## src/rtl/rrua_pkg.sv

```systemverilog
package rrua_pkg;

   // Sizing of the unit pool.
   localparam int MAX_UNITS = 8;
   localparam int UNIT_W    = $clog2(MAX_UNITS);
   localparam int COUNT_W   = 4;
   localparam int CLASS_W   = 2;

   // Operation codes.
   localparam logic FUNC_ACQUIRE = 1'b0;
   localparam logic FUNC_RELEASE = 1'b1;

   // Requester classes.
   localparam logic [CLASS_W-1:0] CLASS_NONE   = 2'd0;
   localparam logic [CLASS_W-1:0] CLASS_STREAM = 2'd1;
   localparam logic [CLASS_W-1:0] CLASS_SCAN   = 2'd2;

   // Controller states.
   typedef enum logic [1:0] {
      ST_IDLE,
      ST_REDUCE,
      ST_SEARCH,
      ST_COMMIT
   } state_type;

   // Commands from the controller to the datapath.
   typedef struct packed {
      logic load;
      logic reduce;
      logic search;
      logic commit;
   } ctrl_cmd_type;

   // Status from the datapath to the controller.
   typedef struct packed {
      logic slot_free;
   } dp_status_type;

endpackage

```

## src/rtl/rrua_req_if.sv

```systemverilog
interface rrua_req_if;
   logic                       valid;
   logic                       ready;
   logic                       func;
   logic [rrua_pkg::CLASS_W-1:0] purpose;
   logic [rrua_pkg::UNIT_W-1:0]  unit_index;

   modport source (output valid, func, purpose, unit_index, input ready);
   modport sink   (input valid, func, purpose, unit_index, output ready);
endinterface

```

## src/rtl/rrua_rsp_if.sv

```systemverilog
interface rrua_rsp_if;
   logic                      valid;
   logic                      ready;
   logic                      granted;
   logic [rrua_pkg::UNIT_W-1:0] result_unit;
   logic                      preempted;

   modport source (output valid, granted, result_unit, preempted, input ready);
   modport sink   (input valid, granted, result_unit, preempted, output ready);
endinterface

```

## src/rtl/rrua_ctrl.sv

```systemverilog
module rrua_ctrl (
   input  logic                    clock,
   input  logic                    reset,
   input  logic                    req_valid,
   output logic                    req_ready,
   input  rrua_pkg::dp_status_type status,
   output rrua_pkg::ctrl_cmd_type  cmd
);

   rrua_pkg::state_type state_ff;
   rrua_pkg::state_type state_in;

   // Next state: one transaction walks through reduce, search and commit.
   always_comb begin
      state_in = state_ff;
      case (state_ff)
         rrua_pkg::ST_IDLE: begin
            if (req_valid) begin
               state_in = rrua_pkg::ST_REDUCE;
            end
         end
         rrua_pkg::ST_REDUCE: begin
            state_in = rrua_pkg::ST_SEARCH;
         end
         rrua_pkg::ST_SEARCH: begin
            state_in = rrua_pkg::ST_COMMIT;
         end
         rrua_pkg::ST_COMMIT: begin
            if (status.slot_free) begin
               state_in = rrua_pkg::ST_IDLE;
            end
         end
         default: begin
            state_in = rrua_pkg::ST_IDLE;
         end
      endcase
   end

   // Outputs decoded from the current state.
   always_comb begin
      req_ready  = 1'b0;
      cmd        = '0;
      case (state_ff)
         rrua_pkg::ST_IDLE: begin
            req_ready = 1'b1;
            cmd.load  = req_valid;
         end
         rrua_pkg::ST_REDUCE: begin
            cmd.reduce = 1'b1;
         end
         rrua_pkg::ST_SEARCH: begin
            cmd.search = 1'b1;
         end
         rrua_pkg::ST_COMMIT: begin
            cmd.commit = status.slot_free;
         end
         default: begin
            req_ready = 1'b0;
         end
      endcase
   end

   always_ff @(posedge clock) begin
      if (reset) begin
         state_ff <= rrua_pkg::ST_IDLE;
      end else begin
         state_ff <= state_in;
      end
   end

endmodule

```

## src/rtl/rrua_datapath.sv

```systemverilog
module rrua_datapath (
   input  logic                          clock,
   input  logic                          reset,
   input  rrua_pkg::ctrl_cmd_type        cmd,
   output rrua_pkg::dp_status_type       status,
   input  logic                          csr_wr_en,
   input  logic [rrua_pkg::COUNT_W-1:0]  csr_wr_data,
   input  logic                          req_func,
   input  logic [rrua_pkg::CLASS_W-1:0]  req_purpose,
   input  logic [rrua_pkg::UNIT_W-1:0]   req_unit_index,
   input  logic                          rsp_ready,
   output logic                          rsp_valid,
   output logic                          rsp_granted,
   output logic [rrua_pkg::UNIT_W-1:0]   rsp_result_unit,
   output logic                          rsp_preempted
);

   localparam int N = rrua_pkg::MAX_UNITS;
   localparam int UW = rrua_pkg::UNIT_W;
   localparam int CW = rrua_pkg::COUNT_W;
   localparam int KW = rrua_pkg::CLASS_W;

   // Reduce a start index modulo the live count by repeated subtraction.
   function automatic logic [UW-1:0] reduce_mod(input logic [UW-1:0] v,
                                                input logic [CW-1:0] n);
      logic [CW-1:0] r;
      r = CW'(v);
      for (int k = 0; k < N; k++) begin
         if (n != '0 && r >= n) begin
            r = r - n;
         end
      end
      return UW'(r);
   endfunction

   // Rotating priority pick: first candidate at or after start, else first overall.
   function automatic logic [UW:0] rr_pick(input logic [N-1:0] cand,
                                           input logic [UW-1:0] start);
      logic          hi_hit;
      logic          lo_hit;
      logic [UW-1:0] hi_idx;
      logic [UW-1:0] lo_idx;
      hi_hit = 1'b0;
      lo_hit = 1'b0;
      hi_idx = '0;
      lo_idx = '0;
      for (int i = N - 1; i >= 0; i--) begin
         if (cand[i]) begin
            lo_hit = 1'b1;
            lo_idx = UW'(i);
            if (UW'(i) >= start) begin
               hi_hit = 1'b1;
               hi_idx = UW'(i);
            end
         end
      end
      return hi_hit ? {1'b1, hi_idx} : {lo_hit, lo_idx};
   endfunction

   // Architectural state.
   logic [CW-1:0] unit_count_ff;
   logic [N-1:0]  busy_ff, busy_in;
   logic [KW-1:0] class_ff [N];
   logic [KW-1:0] class_in [N];
   logic [UW-1:0] search_start_ff, search_start_in;

   // Captured transaction and intermediate results.
   logic          func_ff;
   logic [KW-1:0] purpose_ff;
   logic [UW-1:0] index_ff;
   logic [UW-1:0] start_ff;
   logic          free_found_ff;
   logic [UW-1:0] free_idx_ff;
   logic          scan_found_ff;
   logic [UW-1:0] scan_idx_ff;

   // Result register.
   logic          rsp_valid_ff, rsp_valid_in;
   logic          granted_ff;
   logic [UW-1:0] result_unit_ff;
   logic          preempted_ff;

   logic [CW-1:0] live_n;
   logic [N-1:0]  free_cand;
   logic [N-1:0]  scan_cand;
   logic [UW:0]   free_pick;
   logic [UW:0]   scan_pick;

   logic          ok;
   logic          pre;
   logic [UW-1:0] unit;
   logic [CW-1:0] unit_next;

   // A count above the pool size behaves as the pool size.
   assign live_n = (unit_count_ff > CW'(N)) ? CW'(N) : unit_count_ff;

   // Candidate vectors over the live units.
   always_comb begin
      for (int i = 0; i < N; i++) begin
         free_cand[i] = !busy_ff[i] && (CW'(i) < live_n);
         scan_cand[i] = (class_ff[i] == rrua_pkg::CLASS_SCAN) && (CW'(i) < live_n);
      end
   end

   assign free_pick = rr_pick(free_cand, start_ff);
   assign scan_pick = rr_pick(scan_cand, start_ff);

   // Outcome of the transaction, used in the commit cycle.
   always_comb begin
      ok   = 1'b0;
      pre  = 1'b0;
      unit = '0;
      if (func_ff == rrua_pkg::FUNC_ACQUIRE) begin
         if (free_found_ff) begin
            ok   = 1'b1;
            unit = free_idx_ff;
         end else if (purpose_ff == rrua_pkg::CLASS_STREAM && scan_found_ff) begin
            ok   = 1'b1;
            pre  = 1'b1;
            unit = scan_idx_ff;
         end
      end else if (CW'(index_ff) < live_n) begin
         ok   = 1'b1;
         unit = index_ff;
      end
   end

   assign unit_next = CW'(unit) + CW'(1);

   // State updates applied at commit.
   always_comb begin
      busy_in         = busy_ff;
      class_in        = class_ff;
      search_start_in = search_start_ff;
      if (cmd.commit && ok) begin
         if (func_ff == rrua_pkg::FUNC_ACQUIRE) begin
            busy_in[unit]   = 1'b1;
            class_in[unit]  = pre ? rrua_pkg::CLASS_STREAM : purpose_ff;
            search_start_in = (unit_next == live_n) ? '0 : UW'(unit_next);
         end else begin
            busy_in[unit]  = 1'b0;
            class_in[unit] = rrua_pkg::CLASS_NONE;
         end
      end
   end

   // The result slot frees when empty or when its transaction is taken.
   assign status.slot_free = !rsp_valid_ff || rsp_ready;

   always_comb begin
      rsp_valid_in = rsp_valid_ff;
      if (cmd.commit) begin
         rsp_valid_in = 1'b1;
      end else if (rsp_ready) begin
         rsp_valid_in = 1'b0;
      end
   end

   // Control and architectural registers.
   always_ff @(posedge clock) begin
      if (reset) begin
         unit_count_ff   <= '0;
         busy_ff         <= '0;
         search_start_ff <= '0;
         rsp_valid_ff    <= 1'b0;
         for (int i = 0; i < N; i++) begin
            class_ff[i] <= rrua_pkg::CLASS_NONE;
         end
      end else begin
         if (csr_wr_en) begin
            unit_count_ff <= csr_wr_data;
         end
         busy_ff         <= busy_in;
         class_ff        <= class_in;
         search_start_ff <= search_start_in;
         rsp_valid_ff    <= rsp_valid_in;
      end
   end

   // Payload registers along the transaction path.
   always_ff @(posedge clock) begin
      if (cmd.load) begin
         func_ff    <= req_func;
         purpose_ff <= req_purpose;
         index_ff   <= req_unit_index;
      end
      if (cmd.reduce) begin
         start_ff <= reduce_mod(search_start_ff, live_n);
      end
      if (cmd.search) begin
         free_found_ff <= free_pick[UW];
         free_idx_ff   <= free_pick[UW-1:0];
         scan_found_ff <= scan_pick[UW];
         scan_idx_ff   <= scan_pick[UW-1:0];
      end
      if (cmd.commit) begin
         granted_ff     <= ok;
         result_unit_ff <= unit;
         preempted_ff   <= pre;
      end
   end

   assign rsp_valid       = rsp_valid_ff;
   assign rsp_granted     = granted_ff;
   assign rsp_result_unit = result_unit_ff;
   assign rsp_preempted   = preempted_ff;

endmodule

```

## src/rtl/round_robin_unit_allocator.sv

```systemverilog
// Channel   Direction  Handshake      Payload
// req_chan  in         valid/ready    func, purpose, unit_index
// rsp_chan  out        valid/ready    granted, result_unit, preempted
// csr       in         csr_wr_en      csr_wr_data (unit_count)
//
// Each transaction goes through these steps from acceptance to a loaded result register:
// accept, reduce the search start modulo the unit count, rotating priority search,
// commit. The controller walks one transaction at a time through these steps.
// A waiting result does not block acceptance; commit waits only while the result
// register is still full. Reset is synchronous and empties every unit.
module round_robin_unit_allocator (
   input  logic                         clock,
   input  logic                         reset,
   input  logic                         csr_wr_en,
   input  logic [rrua_pkg::COUNT_W-1:0] csr_wr_data,
   rrua_req_if.sink                     req_chan,
   rrua_rsp_if.source                   rsp_chan
);

   rrua_pkg::ctrl_cmd_type  cmd;
   rrua_pkg::dp_status_type status;

   // Sequencer.
   rrua_ctrl u_ctrl (
      .clock     (clock),
      .reset     (reset),
      .req_valid (req_chan.valid),
      .req_ready (req_chan.ready),
      .status    (status),
      .cmd       (cmd)
   );

   // Unit state, search and result register.
   rrua_datapath u_datapath (
      .clock           (clock),
      .reset           (reset),
      .cmd             (cmd),
      .status          (status),
      .csr_wr_en       (csr_wr_en),
      .csr_wr_data     (csr_wr_data),
      .req_func        (req_chan.func),
      .req_purpose     (req_chan.purpose),
      .req_unit_index  (req_chan.unit_index),
      .rsp_ready       (rsp_chan.ready),
      .rsp_valid       (rsp_chan.valid),
      .rsp_granted     (rsp_chan.granted),
      .rsp_result_unit (rsp_chan.result_unit),
      .rsp_preempted   (rsp_chan.preempted)
   );

endmodule

```

## src/flat_wrapper.sv

```systemverilog
// flat-port wrapper written by rule: the top's interface ports become plain ports
module round_robin_unit_allocator_flat 
  (clock, reset, csr_wr_en, csr_wr_data, req_chan_valid, req_chan_func, req_chan_purpose, req_chan_unit_index, req_chan_ready, rsp_chan_valid, rsp_chan_granted, rsp_chan_result_unit, rsp_chan_preempted, rsp_chan_ready);
  rrua_req_if req_chan_i ();
  rrua_rsp_if rsp_chan_i ();
  input  logic clock;
  input  logic reset;
  input  logic csr_wr_en;
  input  logic [rrua_pkg::COUNT_W-1:0] csr_wr_data;
  input wire logic [$bits(req_chan_i.valid)-1:0] req_chan_valid;
  input wire logic [$bits(req_chan_i.func)-1:0] req_chan_func;
  input wire logic [$bits(req_chan_i.purpose)-1:0] req_chan_purpose;
  input wire logic [$bits(req_chan_i.unit_index)-1:0] req_chan_unit_index;
  output wire logic [$bits(req_chan_i.ready)-1:0] req_chan_ready;
  output wire logic [$bits(rsp_chan_i.valid)-1:0] rsp_chan_valid;
  output wire logic [$bits(rsp_chan_i.granted)-1:0] rsp_chan_granted;
  output wire logic [$bits(rsp_chan_i.result_unit)-1:0] rsp_chan_result_unit;
  output wire logic [$bits(rsp_chan_i.preempted)-1:0] rsp_chan_preempted;
  input wire logic [$bits(rsp_chan_i.ready)-1:0] rsp_chan_ready;
  assign req_chan_i.valid = req_chan_valid;
  assign req_chan_i.func = req_chan_func;
  assign req_chan_i.purpose = req_chan_purpose;
  assign req_chan_i.unit_index = req_chan_unit_index;
  assign req_chan_ready = req_chan_i.ready;
  assign rsp_chan_valid = rsp_chan_i.valid;
  assign rsp_chan_granted = rsp_chan_i.granted;
  assign rsp_chan_result_unit = rsp_chan_i.result_unit;
  assign rsp_chan_preempted = rsp_chan_i.preempted;
  assign rsp_chan_i.ready = rsp_chan_ready;
  round_robin_unit_allocator u_core (.clock(clock), .reset(reset), .csr_wr_en(csr_wr_en), .csr_wr_data(csr_wr_data), .req_chan(req_chan_i), .rsp_chan(rsp_chan_i));
endmodule
```

## config.mk

```make
export PLATFORM = sky130hd
export DESIGN_NAME = round_robin_unit_allocator_flat
export DESIGN_NICKNAME = d
export VERILOG_FILES = /design/src/rtl/rrua_pkg.sv /design/src/rtl/rrua_req_if.sv /design/src/rtl/rrua_rsp_if.sv /design/src/rtl/rrua_ctrl.sv /design/src/rtl/rrua_datapath.sv /design/src/rtl/round_robin_unit_allocator.sv /design/src/flat_wrapper.sv
export SDC_FILE = /design/constraint.sdc
export NUM_CORES = 1
export LEC_CHECK = 0
export BUFFER_PORTS_ARGS = -buffer_cell sky130_fd_sc_hd__clkbuf_2
export CAP_MARGIN = 20
export CORE_AREA = 5 5 94 96
export CTS_BUF_LIST = sky130_fd_sc_hd__clkbuf_2
export CTS_CLUSTER_SIZE = 25
export DETAILED_ROUTE_END_ITERATION = 8
export DIE_AREA = 0 0 99 101
export MAX_ROUTING_LAYER = met4
export PLACE_DENSITY = 0.88
export SYNTH_ARGS = -nofsm -noshare
export SYNTH_HDL_FRONTEND = slang
export SYNTH_SLANG_ARGS = --single-unit
```

## constraint.sdc

```tcl
create_clock -name clock -period 15.7 [get_ports clock]
set_input_delay 2.355 -clock clock [delete_from_list [all_inputs] [get_ports clock]]
set_output_delay 2.355 -clock clock [all_outputs]
set_load 0.005 [all_outputs]
```

==> summary.md <==
| Metric | Value |
|---|---|
| PortBufs | `21` |
| Setup TNS | `0 ns` |
| Reg-to-Reg End | `u_core.u_datapath.start_ff[1]$_DFFE_PN_` |
| Drt total wl | `around 11000 um` |
| Post-synth ARST share | `0%` |
| Global route overflow | `0` |
| TritonCTS clock tree | `done` |
| Worst setup SP type | `register` |
| Gpl congestion | `roughly 0.97` |
| Slowest CP cell | `dfxtp_1` |
| Met2 usage | `between 40% and 50%` |
| Setup bufs post-CTS | `0` |
| CP required | `15.96 ns` |
| Post-Synthesis Cells | `about 540` |
| Mapped cell area | `between 4000 and 5000 sq um` |
| Synthesis-to-layout area growth | `4.86%` |
| Initial antenna violation count | `0` |
| DR iter-0 viols | `roughly 340` |
| Post-synth EDFFs | `22` |
| Crit path DAT | `roughly 15 ns` |
| DR WL/cell | `~17 um` |
| Largest family of logic cells by synthesized area | `compound AO/OA/AOI/OAI gates` |
| First-pass iteration count of the detailed router | `5` |
| Most frequent cell after synthesis | `nor2_1` |
| Worst-skew pair later-pin latency | `~0.46 ns` |
| CP delay by family, top | `compound AO/OA/AOI/OAI gates` |
| H-Tree Depth | `2` |
| Max-Cap Viols | `0` |
| Post-Synth Simple-Gate Area | `around a fifth` |
| Critical Path Sink Type | `register` |
| ANT nets after route | `0` |
| I/O Pins | `22` |
| Reg2reg setup slack | `1.12 ns` |
| Fin nets | `just over 600` |
| FF+latch count, synth | `56` |
| Fill cells | `~680` |
| Status | `complete, no violations` |
| Core Area | `roughly 8000 sq um` |
| Adder-cell area share of the yosys netlist | `13.9%` |
| Die X | `about 99 um` |
| Clk root buf | `clkbuf_2` |
| Post-CTS Hold Fix Bufs | `0` |
| Clock sink total | `56` |
| Cell taking the most area after synthesis | `dfxtp_1` |
| Slowest cell delay on critical path | `0.86 ns` |
| Max FO, Critical Path | `18` |
| Sequential-to-total area share from yosys stat | `about 29%` |
| Crit share post-route | `about 93%` |
| Static Leakage | `1.90 nW` |
| Hold Vio Cnt, Final | `0` |
| Clk slew on worst S/H paths | `around 0.27 ns` |
| ANT cells | `0` |
| Mean Syn Cell Area | `around 8.5 sq um` |
| VDD IR-drop max | `between 0.2 and 0.3 mV` |
| Met3 usage | `under 10%` |
| Largest net degree at the start of global routing | `22` |
| Worst-Margin Slew | `0.806 ns` |
| Main synth FF type | `dfxtp_1` |
| Buf/Inv on CP | `5` |
| Post-DP HPWL | `between 8000 and 9000 um` |
| RSZ-0062 raised after global routing | `false` |
| Length in cells of the worst reg-to-reg path | `56` |
| GRT Overall Usage | `a little under a quarter` |
| Vias in the first global route | `approximately 4000` |
| PD cells | `222 nW/um^2` |
| First-pass GRT wire length | `~19000 um` |
| Hold endpoint | `u_core.u_datapath.class_ff[14]$_SDFFE_PP0P_` |
| Synth Area in XOR/XNOR | `2.87%` |
| Worst R2R Start | `u_core.u_datapath.unit_count_ff[3]$_SDFFE_PP0P_` |
| Compound-gate portion of the synthesized area | `about a quarter` |
| TritonCTS buffer count | `5` |
| Synth top area share | `14.9%` |
| Gr busiest metal | `met2` |
| Final setup violation count | `0` |
| Syn_nets | `598` |
| Clock skew after layout | `0.0200 ns` |
| Initial core utilization | `a little under three fifths` |
| Yosys warns | `0` |
| Hold Startpoint | `u_core.u_datapath.class_ff[14]$_SDFFE_PP0P_` |
| Design Area, Final | `between 4000 and 5000 sq um` |
| Peak Freq | `slightly below 70 MHz` |
| Fin. max-slew vios | `0` |
| Die Y | `roughly 100 um` |
| Residual DRC | `0` |
| Post-Place Cell Area | `~4700 sq um` |
| Met1 usage | `between 20% and 30%` |
| Clk buf depth | `2` |
| Die area | `10000 sq um` |
| Layout cells sized above 1 | `10.3%` |
| Via/cell ratio | `about 6.4` |
| Cell variety after synth | `just under 70` |
| Hold crit path type | `register to register` |
| Post-synthesis mux area share | `under 10%` |
| Worst hold path depth | `2` |
| DR vias | `slightly above 4000` |
| Worst slew margin | `around 46%` |
| Area contributors post-synth | `dfxtp_1 (15%), edfxtp_1 (14%), ha_1 (10%), mux2i_1 (4.4%), a21oi_1 (4.3%)` |
| Worst hold margin | `about 0.47 ns` |
| Synth top cells by count | `nor2_1 (50), nand2_1 (41), a21oi_1 (39)` |
| FP Rows | `33` |
| Min Tclk post-route | `between 10 and 15 ns` |
| Fin util | `between 60 and 70%` |
| CP Class | `register to register` |
## final cells by class
class,count,area [sq um],share of cell area (%)
timing repair buffer,21,105,2.19
tap,105,131,2.73
clock buffer,5,25.0,0.521
sequential,56,1340,27.9
multi-input combinational,430,3040,63.3
inverter,31,116,2.42
clock inverter,3,42.5,0.885
## cell families after synthesis
| group | count (synthesis) |
|---|---|
| AND/OR/NAND/NOR | 182 |
| AO/OA/AOI/OAI | 165 |
| flip-flops | 56 |
| buffers and inverters | 51 |
| adder cells (fa/ha/maj) | 46 |
| multiplexers | 22 |
| XOR/XNOR | 15 |
## how the worst max path moves through the flow
| stage | startpoint | to | slack [ns] | cells past startpoint |
|---|---|---|---|---|
| 5_1_grt | u_core.u_datapath.unit_count_ff[3]$_SDFFE_PP0P_ | u_core.u_datapath.start_ff[1]$_DFFE_PN_ | 0.007 | 56 |
| 4_1_cts | u_core.u_datapath.unit_count_ff[0]$_SDFFE_PP0P_ | u_core.u_datapath.start_ff[1]$_DFFE_PN_ | 1.07 | 56 |
| 6_report | u_core.u_datapath.unit_count_ff[3]$_SDFFE_PP0P_ | u_core.u_datapath.start_ff[1]$_DFFE_PN_ | 1.12 | 56 |
| 3_5_place_dp | u_core.u_datapath.unit_count_ff[0]$_SDFFE_PP0P_ | u_core.u_datapath.start_ff[1]$_DFFE_PN_ | 1.13 | 56 |
| 3_3_place_gp | u_core.u_datapath.unit_count_ff[0]$_SDFFE_PP0P_ | u_core.u_datapath.start_ff[1]$_DFFE_PN_ | 1.67 | 56 |
| 2_1_floorplan | u_core.u_datapath.unit_count_ff[3]$_SDFFE_PP0P_ | u_core.u_datapath.start_ff[1]$_DFFE_PN_ | 3.03 | 56 |
## cell usage in the layout, fill, tap and decap left out, types with 10 or more instances in the layout
| cell | instances |
|---|---|
| nor2_1 | 50 |
| nand2_1 | 41 |
| a21oi_1 | 39 |
| ha_1 | 38 |
| dfxtp_1 | 34 |
| o21ai_0 | 33 |
| inv_1 | 29 |
| clkbuf_2 | 26 |
| edfxtp_1 | 22 |
| nand3_1 | 20 |
| mux2i_1 | 20 |
| a21o_1 | 14 |
| nor3_1 | 13 |
| xnor2_1 | 11 |
| a31oi_1 | 10 |
| a211oi_1 | 10 |
## tightest hold or removal path, cell delays in order, from the launching register on
cell	delay, ns
dfxtp_1	0.37
nand2_1	0.05
mux2i_1	0.05
## layer usage
layer	routed length, um	vias up
met2	5460	215
met4	354	0
met1	4490	1917
met3	825	26
met5	0	-
li1	-	1989
## stage by stage
step	setup WS, ns	instances	power [mW]
after floorplan	3.03	537	0.826
after detailed placement	1.13	643	0.982
final	1.12	651	1.07
after global routing	0.00676	651	1.17
after global placement	1.67	643	0.948
after CTS	1.07	651	1.06
## repair_timing
action / 4_1_cts / 5_1_grt
gates resized for setup: 0 / 1
endpoints found under the hold margin: 0 / 0
endpoints found under the setup margin: 0 / 1
## where the power goes
group	switching (mW)	internal, mW	total (mW)
clock	0.0449	0.0265	0.0714
sequential	0.0277	0.189	0.216
combinational	0.449	0.332	0.781
total	0.521	0.547	1.07
Note: power is estimated with default switching activity, not from simulation.
